## src/hw/rtl/pipw_pkg.sv

```systemverilog
// ----------------------------------------------------------------------------
// pipw_pkg: shared constants and types for the winding-number polygon test
// Holds the coordinate width, derived widths, verdict codes and the channel
// payload types used by the interfaces and the top level.
// ----------------------------------------------------------------------------
package pipw_pkg;

  localparam int unsigned COORD_BITS = 32;
  localparam int unsigned PROD_BITS  = 2 * COORD_BITS + 2;
  localparam int unsigned CNT_BITS   = $clog2(PROD_BITS + 1);

  localparam logic [1:0] VERDICT_OUT    = 2'd0;
  localparam logic [1:0] VERDICT_IN     = 2'd1;
  localparam logic [1:0] VERDICT_BORDER = 2'd2;

  localparam logic CFG_TEST_LAT = 1'b0;
  localparam logic CFG_TEST_LON = 1'b1;

  typedef struct packed {
    logic signed [31:0] delta_lat;
    logic signed [31:0] delta_lon;
    logic               last_vertex;
  } in_req_t;

  typedef struct packed {
    logic [1:0] verdict;
  } out_req_t;

endpackage

```

## src/hw/rtl/pipw_in_if.sv

```systemverilog
// ----------------------------------------------------------------------------
// pipw_in_if: vertex request channel
// Valid/ready channel carrying one polygon vertex delta per request.
// ----------------------------------------------------------------------------
interface pipw_in_if;
  logic              valid;
  logic              ready;
  pipw_pkg::in_req_t data;

  modport source (output valid, output data, input ready);
  modport sink   (input valid, input data, output ready);
endinterface

```

## src/hw/rtl/pipw_out_if.sv

```systemverilog
// ----------------------------------------------------------------------------
// pipw_out_if: verdict request channel
// Valid/ready channel carrying one verdict per closed polygon.
// ----------------------------------------------------------------------------
interface pipw_out_if;
  logic               valid;
  logic               ready;
  pipw_pkg::out_req_t data;

  modport source (output valid, output data, input ready);
  modport sink   (input valid, input data, output ready);
endinterface

```

## src/hw/rtl/point_in_polygon_winding_top.sv

```systemverilog
// ----------------------------------------------------------------------------
// point_in_polygon_winding_top: quadrant winding-number point-in-polygon test
// Accumulates vertex deltas into points, tracks quadrant changes around the
// configured test point and reports outside, inside or border per polygon.
//
//   channel  dir  handshake     payload
//   in_      in   valid/ready   delta_lat, delta_lon, last_vertex
//   out_     out  valid/ready   verdict
//   cfg_     in   write enable  index 0 test_lat, index 1 test_lon
//
// A plain vertex is accepted and then evaluated. A diagonal crossing that
// is not axis-aligned adds a bit-serial multiply and a restoring divide. A
// last item also evaluates the closing point, which may take a crossing of
// its own. Reset is synchronous and clears the sequencer, polygon
// accumulators, output valid and configuration. A verdict waits in the
// output register; items are taken meanwhile until the next verdict is due.
// ----------------------------------------------------------------------------
module point_in_polygon_winding_top (
  input  logic        clk,
  input  logic        rst_n,
  pipw_in_if.sink     in_ch,
  pipw_out_if.source  out_ch,
  input  logic        cfg_we,
  input  logic        cfg_index,
  input  logic [31:0] cfg_wdata
);

  localparam int unsigned CB = pipw_pkg::COORD_BITS;
  localparam int unsigned PB = pipw_pkg::PROD_BITS;
  localparam int unsigned NB = pipw_pkg::CNT_BITS;

  // Sequencer states.
  localparam logic [2:0] ST_IDLE  = 3'd0;
  localparam logic [2:0] ST_EVAL  = 3'd1;
  localparam logic [2:0] ST_MUL   = 3'd2;
  localparam logic [2:0] ST_DIV   = 3'd3;
  localparam logic [2:0] ST_FIN   = 3'd4;
  localparam logic [2:0] ST_CLOSE = 3'd5;
  localparam logic [2:0] ST_VERD  = 3'd6;

  logic [2:0] state_r, state_nxt;

  logic signed [CB-1:0] test_lat_r, test_lon_r;
  logic signed [CB-1:0] cur_lat_r, cur_lon_r, start_lat_r, start_lon_r;
  logic signed [CB-1:0] prior_lat_r, prior_lon_r;
  logic signed [CB-1:0] pt_lat_r, pt_lon_r;
  logic [1:0]  prior_q_r, q_r;
  logic [31:0] wind_r;
  logic        have_start_r, decided_r, last_r, closing_r;
  logic [1:0]  early_r;
  logic        out_valid_r;
  logic [1:0]  out_verdict_r;

  // Serial multiply/divide datapath.
  logic [PB-1:0] mcand_r, acc_r, rem_r, quo_r;
  logic [CB:0]   mplier_r, div_r;
  logic [NB-1:0] cnt_r;
  logic          neg_r;

  // Point evaluation combinational terms (narrow compares and adds).
  logic signed [CB:0] lat_e, lon_e, tlat_e, tlon_e, plat_e, plon_e;
  logic [1:0] q_c;
  logic       hit, straight, diag, step_up, step_dn, between_ok;
  logic signed [CB:0] rise, dlon, dlat;

  assign lat_e  = {pt_lat_r[CB-1], pt_lat_r};
  assign lon_e  = {pt_lon_r[CB-1], pt_lon_r};
  assign tlat_e = {test_lat_r[CB-1], test_lat_r};
  assign tlon_e = {test_lon_r[CB-1], test_lon_r};
  assign plat_e = {prior_lat_r[CB-1], prior_lat_r};
  assign plon_e = {prior_lon_r[CB-1], prior_lon_r};

  always_comb begin
    hit = (pt_lat_r == test_lat_r) && (pt_lon_r == test_lon_r);
    if (pt_lat_r >= test_lat_r) q_c = (pt_lon_r >= test_lon_r) ? 2'd0 : 2'd1;
    else                        q_c = (pt_lon_r >= test_lon_r) ? 2'd3 : 2'd2;
    step_up  = (q_c == prior_q_r + 2'd1);
    step_dn  = (q_c + 2'd1 == prior_q_r);
    diag     = (q_c != prior_q_r) && !step_up && !step_dn;
    straight = (pt_lon_r == prior_lon_r) || (pt_lat_r == prior_lat_r);
    between_ok =
      ((pt_lat_r <= test_lat_r && test_lat_r <= prior_lat_r) ||
       (prior_lat_r <= test_lat_r && test_lat_r <= pt_lat_r)) &&
      ((pt_lon_r <= test_lon_r && test_lon_r <= prior_lon_r) ||
       (prior_lon_r <= test_lon_r && test_lon_r <= pt_lon_r));
    rise = tlat_e - lat_e;
    dlon = lon_e - plon_e;
    dlat = lat_e - plat_e;
  end

  function automatic logic [CB:0] magf(input logic signed [CB:0] v);
    magf = v[CB] ? -v : v;
  endfunction

  // Restoring divide step.
  logic [PB:0] rem_sh;
  logic [PB:0] rem_sub;
  assign rem_sh  = {rem_r, quo_r[PB-1]};
  assign rem_sub = rem_sh - {{(PB-CB){1'b0}}, div_r};

  // Crossing result: k = lon +/- q, truncated toward zero, in wide arithmetic.
  localparam int unsigned KB = PB + 2;
  logic signed [KB-1:0] k_w, x_w, tl_w, lon_w;
  logic frac;
  always_comb begin
    lon_w = KB'(lon_e);
    tl_w  = KB'(tlon_e);
    frac  = (rem_r != '0);
    if (!neg_r)   k_w = lon_w + $signed({2'b00, quo_r});
    else if (frac) k_w = lon_w - $signed({2'b00, quo_r}) - KB'(1);
    else          k_w = lon_w - $signed({2'b00, quo_r});
    x_w = (k_w < 0 && frac) ? k_w + KB'(1) : k_w;
  end

  logic border_x, x_less;
  assign border_x = (x_w >= tl_w - KB'(1)) && (x_w <= tl_w + KB'(1));
  assign x_less   = (x_w < tl_w);

  logic in_acc, cfg_ok;
  assign in_ch.ready   = (state_r == ST_IDLE);
  assign in_acc        = in_ch.valid && in_ch.ready;
  assign out_ch.valid  = out_valid_r;
  assign out_ch.data.verdict = out_verdict_r;
  assign cfg_ok = cfg_we;

  logic [CB-1:0] dl, dn;
  logic          nz;
  assign dl = in_ch.data.delta_lat[CB-1:0];
  assign dn = in_ch.data.delta_lon[CB-1:0];
  assign nz = (dl != '0) || (dn != '0);

  // Next-state of the sequencer.
  always_comb begin
    state_nxt = state_r;
    case (state_r)
      ST_IDLE: begin
        if (in_acc) begin
          if (!decided_r && nz) state_nxt = ST_EVAL;
          else if (in_ch.data.last_vertex) state_nxt = ST_CLOSE;
        end
      end
      ST_EVAL: begin
        if (decided_r || hit || !have_start_r) state_nxt = closing_r ? ST_VERD :
                                                 (last_r ? ST_CLOSE : ST_IDLE);
        else if (straight && (diag || between_ok)) state_nxt = closing_r ? ST_VERD :
                                                 (last_r ? ST_CLOSE : ST_IDLE);
        else if (!straight && diag) state_nxt = ST_MUL;
        else state_nxt = closing_r ? ST_VERD : (last_r ? ST_CLOSE : ST_IDLE);
      end
      ST_MUL:  if (cnt_r == NB'(PB - 1)) state_nxt = ST_DIV;
      ST_DIV:  if (cnt_r == NB'(PB - 1)) state_nxt = ST_FIN;
      ST_FIN:  state_nxt = closing_r ? ST_VERD : (last_r ? ST_CLOSE : ST_IDLE);
      ST_CLOSE: state_nxt = (!decided_r && have_start_r) ? ST_EVAL : ST_VERD;
      ST_VERD: if (!out_valid_r || out_ch.ready) state_nxt = ST_IDLE;
      default: state_nxt = ST_IDLE;
    endcase
  end

  // Main register update.
  always_ff @(posedge clk) begin
    if (!rst_n) begin
      state_r <= ST_IDLE;
      test_lat_r <= '0; test_lon_r <= '0;
      cur_lat_r <= '0; cur_lon_r <= '0; start_lat_r <= '0; start_lon_r <= '0;
      prior_lat_r <= '0; prior_lon_r <= '0; prior_q_r <= '0; wind_r <= '0;
      have_start_r <= 1'b0; decided_r <= 1'b0; early_r <= '0;
      last_r <= 1'b0; closing_r <= 1'b0; out_valid_r <= 1'b0;
      cnt_r <= '0;
    end else begin
      state_r <= state_nxt;
      if (cfg_ok) begin
        if (cfg_index == pipw_pkg::CFG_TEST_LAT) test_lat_r <= cfg_wdata[CB-1:0];
        else                                     test_lon_r <= cfg_wdata[CB-1:0];
      end
      // A verdict leaves the output register unless a new one replaces it.
      if (out_valid_r && out_ch.ready && (state_r != ST_VERD)) out_valid_r <= 1'b0;
      case (state_r)
        ST_IDLE: begin
          if (in_acc) begin
            last_r    <= in_ch.data.last_vertex;
            closing_r <= 1'b0;
            if (!decided_r && nz) begin
              cur_lat_r <= cur_lat_r + dl;
              cur_lon_r <= cur_lon_r + dn;
              pt_lat_r  <= cur_lat_r + dl;
              pt_lon_r  <= cur_lon_r + dn;
            end
          end
        end
        ST_EVAL: begin
          q_r <= q_c;
          if (decided_r) begin
          end else if (hit) begin
            decided_r <= 1'b1; early_r <= pipw_pkg::VERDICT_BORDER;
          end else if (!have_start_r) begin
            start_lat_r <= pt_lat_r; start_lon_r <= pt_lon_r;
            have_start_r <= 1'b1;
            prior_lat_r <= pt_lat_r; prior_lon_r <= pt_lon_r; prior_q_r <= q_c;
          end else begin
            if (step_up) wind_r <= wind_r + 32'd1;
            else if (step_dn) wind_r <= wind_r - 32'd1;
            if (straight && (diag || between_ok)) begin
              decided_r <= 1'b1; early_r <= pipw_pkg::VERDICT_BORDER;
            end else if (!straight && diag) begin
              // Load |rise| * |dlon| multiplier and |dlat| divisor.
              mcand_r  <= PB'(magf(dlon));
              mplier_r <= magf(rise);
              div_r    <= magf(dlat);
              acc_r    <= '0;
              neg_r    <= (rise[CB] ^ dlon[CB]) ^ dlat[CB];
              cnt_r    <= '0;
            end else begin
              prior_lat_r <= pt_lat_r; prior_lon_r <= pt_lon_r; prior_q_r <= q_c;
            end
          end
        end
        ST_MUL: begin
          // One multiplier bit per cycle.
          if (mplier_r[0]) acc_r <= acc_r + mcand_r;
          mcand_r  <= mcand_r << 1;
          mplier_r <= mplier_r >> 1;
          cnt_r    <= (cnt_r == NB'(PB - 1)) ? '0 : cnt_r + NB'(1);
          if (cnt_r == NB'(PB - 1)) begin
            quo_r <= mplier_r[0] ? acc_r + mcand_r : acc_r;
            rem_r <= '0;
          end
        end
        ST_DIV: begin
          // One quotient bit per cycle.
          if (!rem_sub[PB]) begin
            rem_r <= rem_sub[PB-1:0];
            quo_r <= {quo_r[PB-2:0], 1'b1};
          end else begin
            rem_r <= rem_sh[PB-1:0];
            quo_r <= {quo_r[PB-2:0], 1'b0};
          end
          cnt_r <= cnt_r + NB'(1);
        end
        ST_FIN: begin
          if (border_x) begin
            decided_r <= 1'b1; early_r <= pipw_pkg::VERDICT_BORDER;
          end else begin
            if ((q_r >= 2'd2) == x_less) wind_r <= wind_r + 32'd2;
            else                         wind_r <= wind_r - 32'd2;
            prior_lat_r <= pt_lat_r; prior_lon_r <= pt_lon_r; prior_q_r <= q_r;
          end
        end
        ST_CLOSE: begin
          closing_r <= 1'b1;
          pt_lat_r  <= start_lat_r;
          pt_lon_r  <= start_lon_r;
        end
        ST_VERD: begin
          if (!out_valid_r || out_ch.ready) begin
            out_valid_r <= 1'b1;
            if (decided_r)                  out_verdict_r <= early_r;
            else if (wind_r == 32'hFFFF_FFFC) out_verdict_r <= pipw_pkg::VERDICT_IN;
            else if (wind_r == 32'd4)       out_verdict_r <= pipw_pkg::VERDICT_BORDER;
            else                            out_verdict_r <= pipw_pkg::VERDICT_OUT;
            cur_lat_r <= '0; cur_lon_r <= '0; start_lat_r <= '0; start_lon_r <= '0;
            prior_lat_r <= '0; prior_lon_r <= '0; prior_q_r <= '0; wind_r <= '0;
            have_start_r <= 1'b0; decided_r <= 1'b0; early_r <= '0;
          end
        end
        default: ;
      endcase
    end
  end

  // Checks on sequencing and result consistency.
  a_ready_idle: assert property (@(posedge clk) disable iff (!rst_n)
    in_ch.ready |-> (state_r == ST_IDLE)) else $error("ready outside idle");
  a_verd_code: assert property (@(posedge clk) disable iff (!rst_n)
    out_valid_r |-> (out_verdict_r != 2'd3)) else $error("bad verdict code");
  a_cnt_mul: assert property (@(posedge clk) disable iff (!rst_n)
    (state_r == ST_MUL) |-> (cnt_r < NB'(PB))) else $error("mul count overrun");
  a_div_follows: assert property (@(posedge clk) disable iff (!rst_n)
    (state_r == ST_DIV) |-> ($past(state_r) == ST_MUL || $past(state_r) == ST_DIV))
    else $error("divide entered out of order");

endmodule

```

## src/flat_wrapper.sv

```systemverilog
// flat-port wrapper written by rule: the top's interface ports become plain ports
module point_in_polygon_winding_top_flat 
  (clk, rst_n, cfg_we, cfg_index, cfg_wdata, in_ch_valid, in_ch_data, in_ch_ready, out_ch_valid, out_ch_data, out_ch_ready);
  pipw_in_if in_ch_i ();
  pipw_out_if out_ch_i ();
  input  logic clk;
  input  logic rst_n;
  input  logic cfg_we;
  input  logic cfg_index;
  input  logic [31:0] cfg_wdata;
  input wire logic [$bits(in_ch_i.valid)-1:0] in_ch_valid;
  input wire logic [$bits(in_ch_i.data)-1:0] in_ch_data;
  output wire logic [$bits(in_ch_i.ready)-1:0] in_ch_ready;
  output wire logic [$bits(out_ch_i.valid)-1:0] out_ch_valid;
  output wire logic [$bits(out_ch_i.data)-1:0] out_ch_data;
  input wire logic [$bits(out_ch_i.ready)-1:0] out_ch_ready;
  assign in_ch_i.valid = in_ch_valid;
  assign in_ch_i.data = in_ch_data;
  assign in_ch_ready = in_ch_i.ready;
  assign out_ch_valid = out_ch_i.valid;
  assign out_ch_data = out_ch_i.data;
  assign out_ch_i.ready = out_ch_ready;
  point_in_polygon_winding_top u_core (.clk(clk), .rst_n(rst_n), .in_ch(in_ch_i), .out_ch(out_ch_i), .cfg_we(cfg_we), .cfg_index(cfg_index), .cfg_wdata(cfg_wdata));
endmodule
```

## config.mk

```make
export PLATFORM = sky130hd
export DESIGN_NAME = point_in_polygon_winding_top_flat
export DESIGN_NICKNAME = d
export VERILOG_FILES = /design/src/hw/rtl/pipw_pkg.sv /design/src/hw/rtl/pipw_in_if.sv /design/src/hw/rtl/pipw_out_if.sv /design/src/hw/rtl/point_in_polygon_winding_top.sv /design/src/flat_wrapper.sv
export SDC_FILE = /design/constraint.sdc
export NUM_CORES = 2
export LEC_CHECK = 0
export BUFFER_PORTS_ARGS = -buffer_cell sky130_fd_sc_hd__buf_2
export CAP_MARGIN = 0
export CORE_ASPECT_RATIO = 1.25
export CORE_UTILIZATION = 49
export DETAILED_ROUTE_END_ITERATION = 8
export PLACE_DENSITY = 0.77
export SLEW_MARGIN = 40
export SYNTH_ARGS = -nofsm -noshare
export SYNTH_HDL_FRONTEND = slang
export SYNTH_SLANG_ARGS = --single-unit
export TNS_END_PERCENT = 30
```

## constraint.sdc

```tcl
create_clock -name clk -period 27.5 [get_ports clk]
set_clock_uncertainty 0.2 [all_clocks]
set_input_delay 1.375 -clock clk [delete_from_list [all_inputs] [get_ports clk]]
set_output_delay 1.375 -clock clk [all_outputs]
set_load 0.05 [all_outputs]
```

# Word-level counts from Yosys, hierarchy flattened
# Cells that the tools add are included.
# op_classes
n_addsub,23
order_cmp,15
eq_ne,37
mux,125
bitwise_logic,6
reduce_logical,61
# ops
cell,n
2-to-1 mux 32 bit,31
2-to-1 mux 66 bit,14
one-hot mux 66 bit (2 select lines),4
one-hot mux 32 bit (2 select lines),6
one-hot mux 32 bit (3 select lines),3
less-or-equal comparator 32 bit,8
2-to-1 mux 33 bit,7
2-to-1 mux 68 bit,3
equality test 32 bit,4
negation 33 bit,3
subtractor 32 x 32 -> 33 bit,3
adder 32 x 67 -> 68 bit,1
"adder 68 x 2 -> 68 bit, second input constant",1
>= comparator 68 bit,1
less-or-equal comparator 68 bit,1
"less-than comparator 68 x 1 -> 1 bit, second input constant",1
less-than comparator 68 x 32 -> 1 bit,1
subtractor 32 x 67 -> 68 bit,1
"subtractor 68 x 2 -> 68 bit, second input constant",1
subtractor 67 x 33 -> 67 bit,1
adder 66 bit,1
one-hot mux 33 bit (2 select lines),1
nonzero test 66 bit,1
adder 32 bit,2
47 further kinds,167
# totals
regBits,706

# Depth between registers and ports, before layout
# depth
word_depth,14
depth_mapped,58

# Worst setup path before layout
# Ideal clock, no wire load.
# synth_path
path_type,register -> register
startpoint,reg u_core.pt_lon_r[31]
endpoint,"reg u_core.acc_r[0], enable pin"
arrival_time_ns,16.385
setup_slack_ns,9.982
path_stages_with_launch,15
path_buffers,0
period_less_slack_ns,17.518
path_cell_list,edfxtp_1 > ha_1 > nand2_1 > nor3_1 > inv_1 > nor3_1 > a21oi_1 > o21ai_0 > o31a_1 > o21ai_0 > xor2_1 > mux2i_1 > nor4b_1 > nand2_1 > a211oi_1
# synth_between
elab_chain_cells,11
word_cells_on_any_way,30
classes_between,add/sub: 1; order compare: 3; eq/ne: 8; mux: 3; reduce/logical: 15
# synth_rtl
item,line_no,source
"start, declared",point_in_polygon_winding_top.sv:46,"logic signed [CB-1:0] pt_lat_r, pt_lon_r;"
"start signal, assigned",point_in_polygon_winding_top.sv:186,pt_lon_r <= cur_lon_r + dn;
"start signal, assigned",point_in_polygon_winding_top.sv:251,pt_lon_r <= start_lon_r;
>= comparator 32 bit,"point_in_polygon_winding_top.sv:75, point_in_polygon_winding_top.sv:76",
"2-to-1 mux 1 bit, on equally long branches","point_in_polygon_winding_top.sv:76, point_in_polygon_winding_top.sv:75",
2-to-1 mux 2 bit,point_in_polygon_winding_top.sv:75,if (pt_lat_r >= test_lat_r) q_c = (pt_lon_r >= test_lon_r) ? 2'd0 : 2'd1;
adder 2 x 1 -> 2 bit or equality test 2 bit (tied branches),"point_in_polygon_winding_top.sv:78, point_in_polygon_winding_top.sv:77",
equality test 2 bit or logical NOT 1 bit (tied branches),"point_in_polygon_winding_top.sv:78, point_in_polygon_winding_top.sv:79",
logical NOT 1 bit or logical AND 1 bit (tied branches),point_in_polygon_winding_top.sv:79,diag = (q_c != prior_q_r) && !step_up && !step_dn;
logical AND 1 bit,point_in_polygon_winding_top.sv:79,
logical OR 1 bit,point_in_polygon_winding_top.sv:202,if (straight && (diag || between_ok)) begin
logical AND 1 bit,point_in_polygon_winding_top.sv:202,
!= test 2 bit (no line),-,
AND reduction 7 bit (no line) (*),-,
"end signal, assigned",point_in_polygon_winding_top.sv:219,if (mplier_r[0]) acc_r <= acc_r + mcand_r;
"end, declared",point_in_polygon_winding_top.sv:55,"logic [PB-1:0] mcand_r, acc_r, rem_r, quo_r;"
# Every way passes the cells marked *; elsewhere a longest branch is shown, timed or not.
# A chain may end at the register's enable or synchronous reset.

# Worst setup path in the final report
# layout_path
startpoint,reg u_core.pt_lon_r[31]
endpoint,reg u_core.wind_r[28]
# layout_between
elab_chain_cells,12
word_cells_on_any_way,34
classes_between,add/sub: 5; order compare: 5; eq/ne: 7; mux: 13; reduce/logical: 4
# layout_rtl
item,line_no,source
subtractor 32 x 67 -> 68 bit,"point_in_polygon_winding_top.sv:110, point_in_polygon_winding_top.sv:111",
subtractor 68 x 2 -> 68 bit,point_in_polygon_winding_top.sv:110,"else if (frac) k_w = lon_w - $signed({2'b00, quo_r}) - KB'(1);"
2-to-1 mux 68 bit,point_in_polygon_winding_top.sv:110,
2-to-1 mux 68 bit,point_in_polygon_winding_top.sv:109,"if (!neg_r) k_w = lon_w + $signed({2'b00, quo_r});"
less-than comparator 68 x 1 -> 1 bit,point_in_polygon_winding_top.sv:112,x_w = (k_w < 0 && frac) ? k_w + KB'(1) : k_w;
logical AND 1 bit,point_in_polygon_winding_top.sv:112,
2-to-1 mux 68 bit,point_in_polygon_winding_top.sv:112,
less-than comparator 68 x 32 -> 1 bit,point_in_polygon_winding_top.sv:117,assign x_less = (x_w < tl_w);
equality test 1 bit,point_in_polygon_winding_top.sv:243,if ((q_r >= 2'd2) == x_less) wind_r <= wind_r + 32'd2;
2-to-1 mux 32 bit,point_in_polygon_winding_top.sv:243,
2-to-1 mux 32 bit,point_in_polygon_winding_top.sv:240,if (border_x) begin
one-hot mux 32 bit (3 select lines),point_in_polygon_winding_top.sv:177,case (state_r)
"end signal, assigned",point_in_polygon_winding_top.sv:200,if (step_up) wind_r <= wind_r + 32'd1;
"end signal, assigned",point_in_polygon_winding_top.sv:243,
"end signal, assigned",point_in_polygon_winding_top.sv:244,else wind_r <= wind_r - 32'd2;
"end, declared",point_in_polygon_winding_top.sv:48,logic [31:0] wind_r;
# Several ways; a longest one is shown, not always the timed one. The select of a mux whose other input is x is not followed.

==> results.md <==
| Item | Value | Unit |
| --- | --- | --- |
| Number of clock buffers inserted by TritonCTS | 80 | - |
| Highest-delay cell along the critical path | sky130_fd_sc_hd__o311ai_0 | - |
| Worst rel slew slack | 31.7 | % |
| Async S/R FF share, synth | 0 | % |
| Area of the mapped netlist | 66000 | um2 |
| Cell family contributing the most delay on the critical path | compound AO/OA/AOI/OAI gates | - |
| CTS sink count | 705 | - |
| Required time reported for the critical path endpoint | 27.92 | ns |
| Number of gates resized after cts | 0 | - |
| Signed area change from the synthesized netlist to the final layout | 8.05 | % |
| Flip-flop and latch count after synthesis | 705 | - |
| Clock Latency Late Sink | 0.74 | ns |
| Fin. max-slew vios | 0 | - |
| Number of I/O pins | 107 | - |
| Synth Area per Inst | 8.10 | um2 |
| Shortest clock period the worst path allows after layout | 15.12 | ns |
| Layout cell share with drive strength beyond 1 | 5.83 | % |
| Via total after detailed routing | 61325 | - |
| Vias in the first global route | 59589 | - |
| Number of buffers inserted by hold repair at cts | 0 | - |
| Area of the multi-input gates | 45400 | um2 |
| Final-layout setup total negative slack | 0 | ns |
| Largest driver fanout on the critical path | 48 | - |
| Count of port buffers added during placement | 106 | - |
| Floorplan core area | 134000 | um2 |
| Nature of the critical path endpoint | flip-flop | - |
| Global-route congestion overflow total | 0 | - |
| Setup repair after global routing missed its margin | false | - |
| Number of DRC violations after detailed-routing iteration 0 | 5052 | - |
| Detailed-placement wirelength estimate | 173 | mm |
| Number of standard cells after synthesis | 8153 | - |
| Leakage Power | 0.0293 | uW |
| Initial core utilization | 49.4 | % |
| Pre-antenna DRT Iters | 6 | - |
| Largest stage delay on the critical path | 0.88 | ns |
| Number of enable flip-flop cells after synthesis | 399 | - |
| Initial antenna violation count | 9 | - |
| Total DRC errors in the routed layout | 0 | - |
| Most common cell on crit path | sky130_fd_sc_hd__a21o_1 | - |
| DIE WIDTH | 330 | um |
| Die area | 136000 | um2 |
| Area taken by flip-flops and latches | 18100 | um2 |
| Clock H-tree levels | 3 | - |
| Clock root cell | sky130_fd_sc_hd__clkbuf_16 | - |
| Run status | finished, final reports clean | - |
| Number of distinct library cells after synthesis | 110 | - |
| HP Class | reg -> reg | - |
| VDD IR max | 0.0000762 | V |
| CTS tree | built | - |
| Net count after synthesis | 9029 | - |
| Detail Route Antenna Nets | 0 | - |
| YS warnings | 0 | - |
| Wire length of the first global-routing pass | 337 | mm |
| Stages on the worst setup path | 53 | - |
| # nets final | 8983 | - |
| Pin count of the biggest net entering global routing | 94 | - |
| Total track usage | 31.6 | % |
| Routed wire length | 220 | mm |
| Sequential fraction of the synthesis area | 27.4 | % |
| Clock tree buffer depth | 3 | - |
| Critical path startpoint category | flip-flop | - |
| Final Setup Violations | 0 | - |
| Worst setup path start | u_core.pt_lon_r[31]$_DFFE_PP_ | - |
| Count of filler cells inserted in the layout | 12317 | - |
| Worst endpoint data arrival time | 15.54 | ns |
| Routed length per instance | 22.2 | um |
| Global placement routability congestion | 1.04 | - |
| Via count normalized by instance count | 6.18 | - |
| Power per standard cell area | 74.3 | nW/um2 |
| Internal reg-to-reg setup slack | 12.38 | ns |
| PnR Total Power | 5300 | uW |
| Max-cap check violation count | 0 | - |
| Reg2reg end | u_core.wind_r[28]$_SDFFE_PN0P_ | - |
| Predominant post-synthesis flop cell | sky130_fd_sc_hd__edfxtp_1 | - |
| Slew at the pin closest to its max-slew limit | 1.01 | ns |
| Endpoint of the most critical setup path | u_core.wind_r[28]$_SDFFE_PN0P_ | - |
| Overall die height | 412 | um |
| Length in cells of the worst reg-to-reg path | 53 | - |
| Worst path buffer plus inverter count | 4 | - |
| Placement row count | 150 | - |
| Highest-count cells in the layout ignoring fill and taps | 873 x sky130_fd_sc_hd__nor2_1, 812 x sky130_fd_sc_hd__nand2_1, 805 x sky130_fd_sc_hd__a21oi_1, 762 x sky130_fd_sc_hd__ha_1, 473 x sky130_fd_sc_hd__xnor2_1 | - |
| WS Path Type | reg -> reg | - |
| Final critical-path share of the clock period | 55.0 | % |
| Highest clock frequency the design can meet | 66.1 | MHz |
| FF-to-FF Start | u_core.pt_lon_r[31]$_DFFE_PP_ | - |
| Clock edge transition at the registers on the reported setup and hold paths | 0.06 | ns |
| Most frequent standard cell in the layout excluding fill and tap cells | sky130_fd_sc_hd__nor2_1 | - |
| Post-CTS setup buffer count | 0 | - |
| Final number of hold-violating endpoints | 0 | - |
metal layers:
layer	wire, um	track usage, %
met1	84900	35.9
met2	106000	54.8
met3	12200	3.73
met4	16800	21.8
met5	69	0
metrics by stage:
stage                     area [um2]  util (%)  std cells  setup WS (ns)  hold slack [ns]
after floorplan                66000         -       8153           9.98            0.229
after global placement         68300      51.0       9769          13.16            0.241
after detailed placement       68500      51.2       9772          12.94            0.248
after CTS                      71300      53.3       9922          12.94            0.256
after global routing           71400      53.3       9923          11.49            0.271
final                          71400      53.3       9924          12.38            0.255
power breakdown:
group / switching [uW] / internal (uW)
logic: 1710 / 1080
registers: 102 / 1270
clock network: 497 / 641
total: 2310 / 2990
worst min path at each step:
stage,cells past startpoint,to,from,slack [ns]
6_report,2,u_core.test_lon_r[30]$_SDFFE_PN0P_,u_core.test_lon_r[30]$_SDFFE_PN0P_,0.25
5_1_grt,2,u_core.start_lat_r[22]$_SDFFE_PN0P_,u_core.start_lat_r[22]$_SDFFE_PN0P_,0.27
4_1_cts,2,u_core.start_lon_r[21]$_SDFFE_PN0P_,u_core.start_lon_r[21]$_SDFFE_PN0P_,0.26
3_5_place_dp,2,u_core.test_lon_r[30]$_SDFFE_PN0P_,u_core.test_lon_r[30]$_SDFFE_PN0P_,0.25
3_3_place_gp,2,u_core.start_lon_r[28]$_SDFFE_PN0P_,u_core.start_lon_r[28]$_SDFFE_PN0P_,0.24
2_1_floorplan,2,u_core.cur_lat_r[28]$_SDFFE_PN0P_,u_core.cur_lat_r[28]$_SDFFE_PN0P_,0.23
registers in the layout (all words and copies together), names as in the netlist, 3 cells and up:
register            cells
u_core.pt_lat_r        32
u_core.mcand_r         66
u_core.cur_lat_r       32
u_core.cnt_r            7
u_core.mplier_r        33
u_core.cur_lon_r       32
u_core.start_lat_r     32
u_core.test_lon_r      32
u_core.prior_lat_r     32
u_core.acc_r           66
u_core.pt_lon_r        32
u_core.prior_lon_r     32
u_core.wind_r          32
u_core.rem_r           66
u_core.quo_r           66
u_core.state_r          3
u_core.start_lon_r     32
u_core.test_lat_r      32
u_core.div_r           33
cells in the mapped netlist (15+ instances only):
library cell | count | area [um2]
sky130_fd_sc_hd__or2_2 | 43 | 269
sky130_fd_sc_hd__o21ai_0 | 362 | 1810
sky130_fd_sc_hd__o22ai_1 | 16 | 100
sky130_fd_sc_hd__nand3_1 | 165 | 826
sky130_fd_sc_hd__dfxtp_1 | 306 | 6130
sky130_fd_sc_hd__nor4_1 | 95 | 594
sky130_fd_sc_hd__mux2i_1 | 165 | 1650
sky130_fd_sc_hd__nand2b_1 | 93 | 582
sky130_fd_sc_hd__nand2_1 | 813 | 3050
sky130_fd_sc_hd__a22oi_1 | 28 | 210
sky130_fd_sc_hd__or3_1 | 68 | 425
sky130_fd_sc_hd__o21bai_1 | 67 | 503
sky130_fd_sc_hd__nand4_1 | 175 | 1090
sky130_fd_sc_hd__o211ai_1 | 30 | 225
sky130_fd_sc_hd__and4_1 | 19 | 166
sky130_fd_sc_hd__edfxtp_1 | 399 | 12000
sky130_fd_sc_hd__a21oi_1 | 807 | 4040
sky130_fd_sc_hd__a21boi_0 | 24 | 180
sky130_fd_sc_hd__xnor2_1 | 479 | 4200
sky130_fd_sc_hd__nor2b_1 | 98 | 613
sky130_fd_sc_hd__a21o_1 | 265 | 1990
sky130_fd_sc_hd__o21a_1 | 68 | 510
sky130_fd_sc_hd__or4_1 | 30 | 225
sky130_fd_sc_hd__buf_1 | 18 | 67.6
sky130_fd_sc_hd__o2111ai_1 | 15 | 131
sky130_fd_sc_hd__a211o_1 | 18 | 158
sky130_fd_sc_hd__o31ai_1 | 53 | 398
sky130_fd_sc_hd__xor2_1 | 196 | 1720
sky130_fd_sc_hd__nand3b_1 | 22 | 165
sky130_fd_sc_hd__o211a_1 | 32 | 320
sky130_fd_sc_hd__o221ai_1 | 29 | 254
sky130_fd_sc_hd__clkbuf_1 | 274 | 1030
sky130_fd_sc_hd__nor2_1 | 877 | 3290
sky130_fd_sc_hd__inv_1 | 441 | 1660
sky130_fd_sc_hd__nor3_1 | 188 | 941
sky130_fd_sc_hd__a31oi_1 | 62 | 388
sky130_fd_sc_hd__and2_1 | 114 | 713
sky130_fd_sc_hd__and3_1 | 68 | 425
sky130_fd_sc_hd__o31a_1 | 20 | 175
sky130_fd_sc_hd__a211oi_1 | 48 | 360
sky130_fd_sc_hd__ha_1 | 762 | 9530
worst register-to-register path: cells and delay by family (launching register included):
family	cells	cell delay, ns
mux	1	0.20
flops	1	0.32
xor+xnor	3	0.74
compound gates	25	6.06
buf+inv	4	1.62
fa+ha+maj	3	1.11
simple gates	17	4.81
area by class of cell:
| class | instances | share of cell area (%) |
|---|---|---|
| clock inverters | 50 | 0.850 |
| repair buffers | 180 | 1.66 |
| flip-flops and latches | 705 | 25.4 |
| inverters | 448 | 2.37 |
| diodes | 1 | 0.00351 |
| well taps | 1748 | 3.06 |
| multi-input cells | 6692 | 63.6 |
| clock buffers | 100 | 3.04 |
cell families (layout without fill, tap and decap cells):
logic type / count (synthesis) / in the layout / share of synthesized area [%]
AND/OR/NAND/NOR: 2957 / 2957 / 21.7
other: 0 / 1 / 0
AO/OA/AOI/OAI: 2108 / 2108 / 20.1
multiplexers: 179 / 179 / 2.74
adder cells (fa/ha/maj): 773 / 773 / 14.8
flip-flops: 705 / 705 / 27.4
XOR/XNOR: 675 / 675 / 8.95
buffers and inverters: 756 / 778 / 4.34
(Power assumes the default switching activity.)
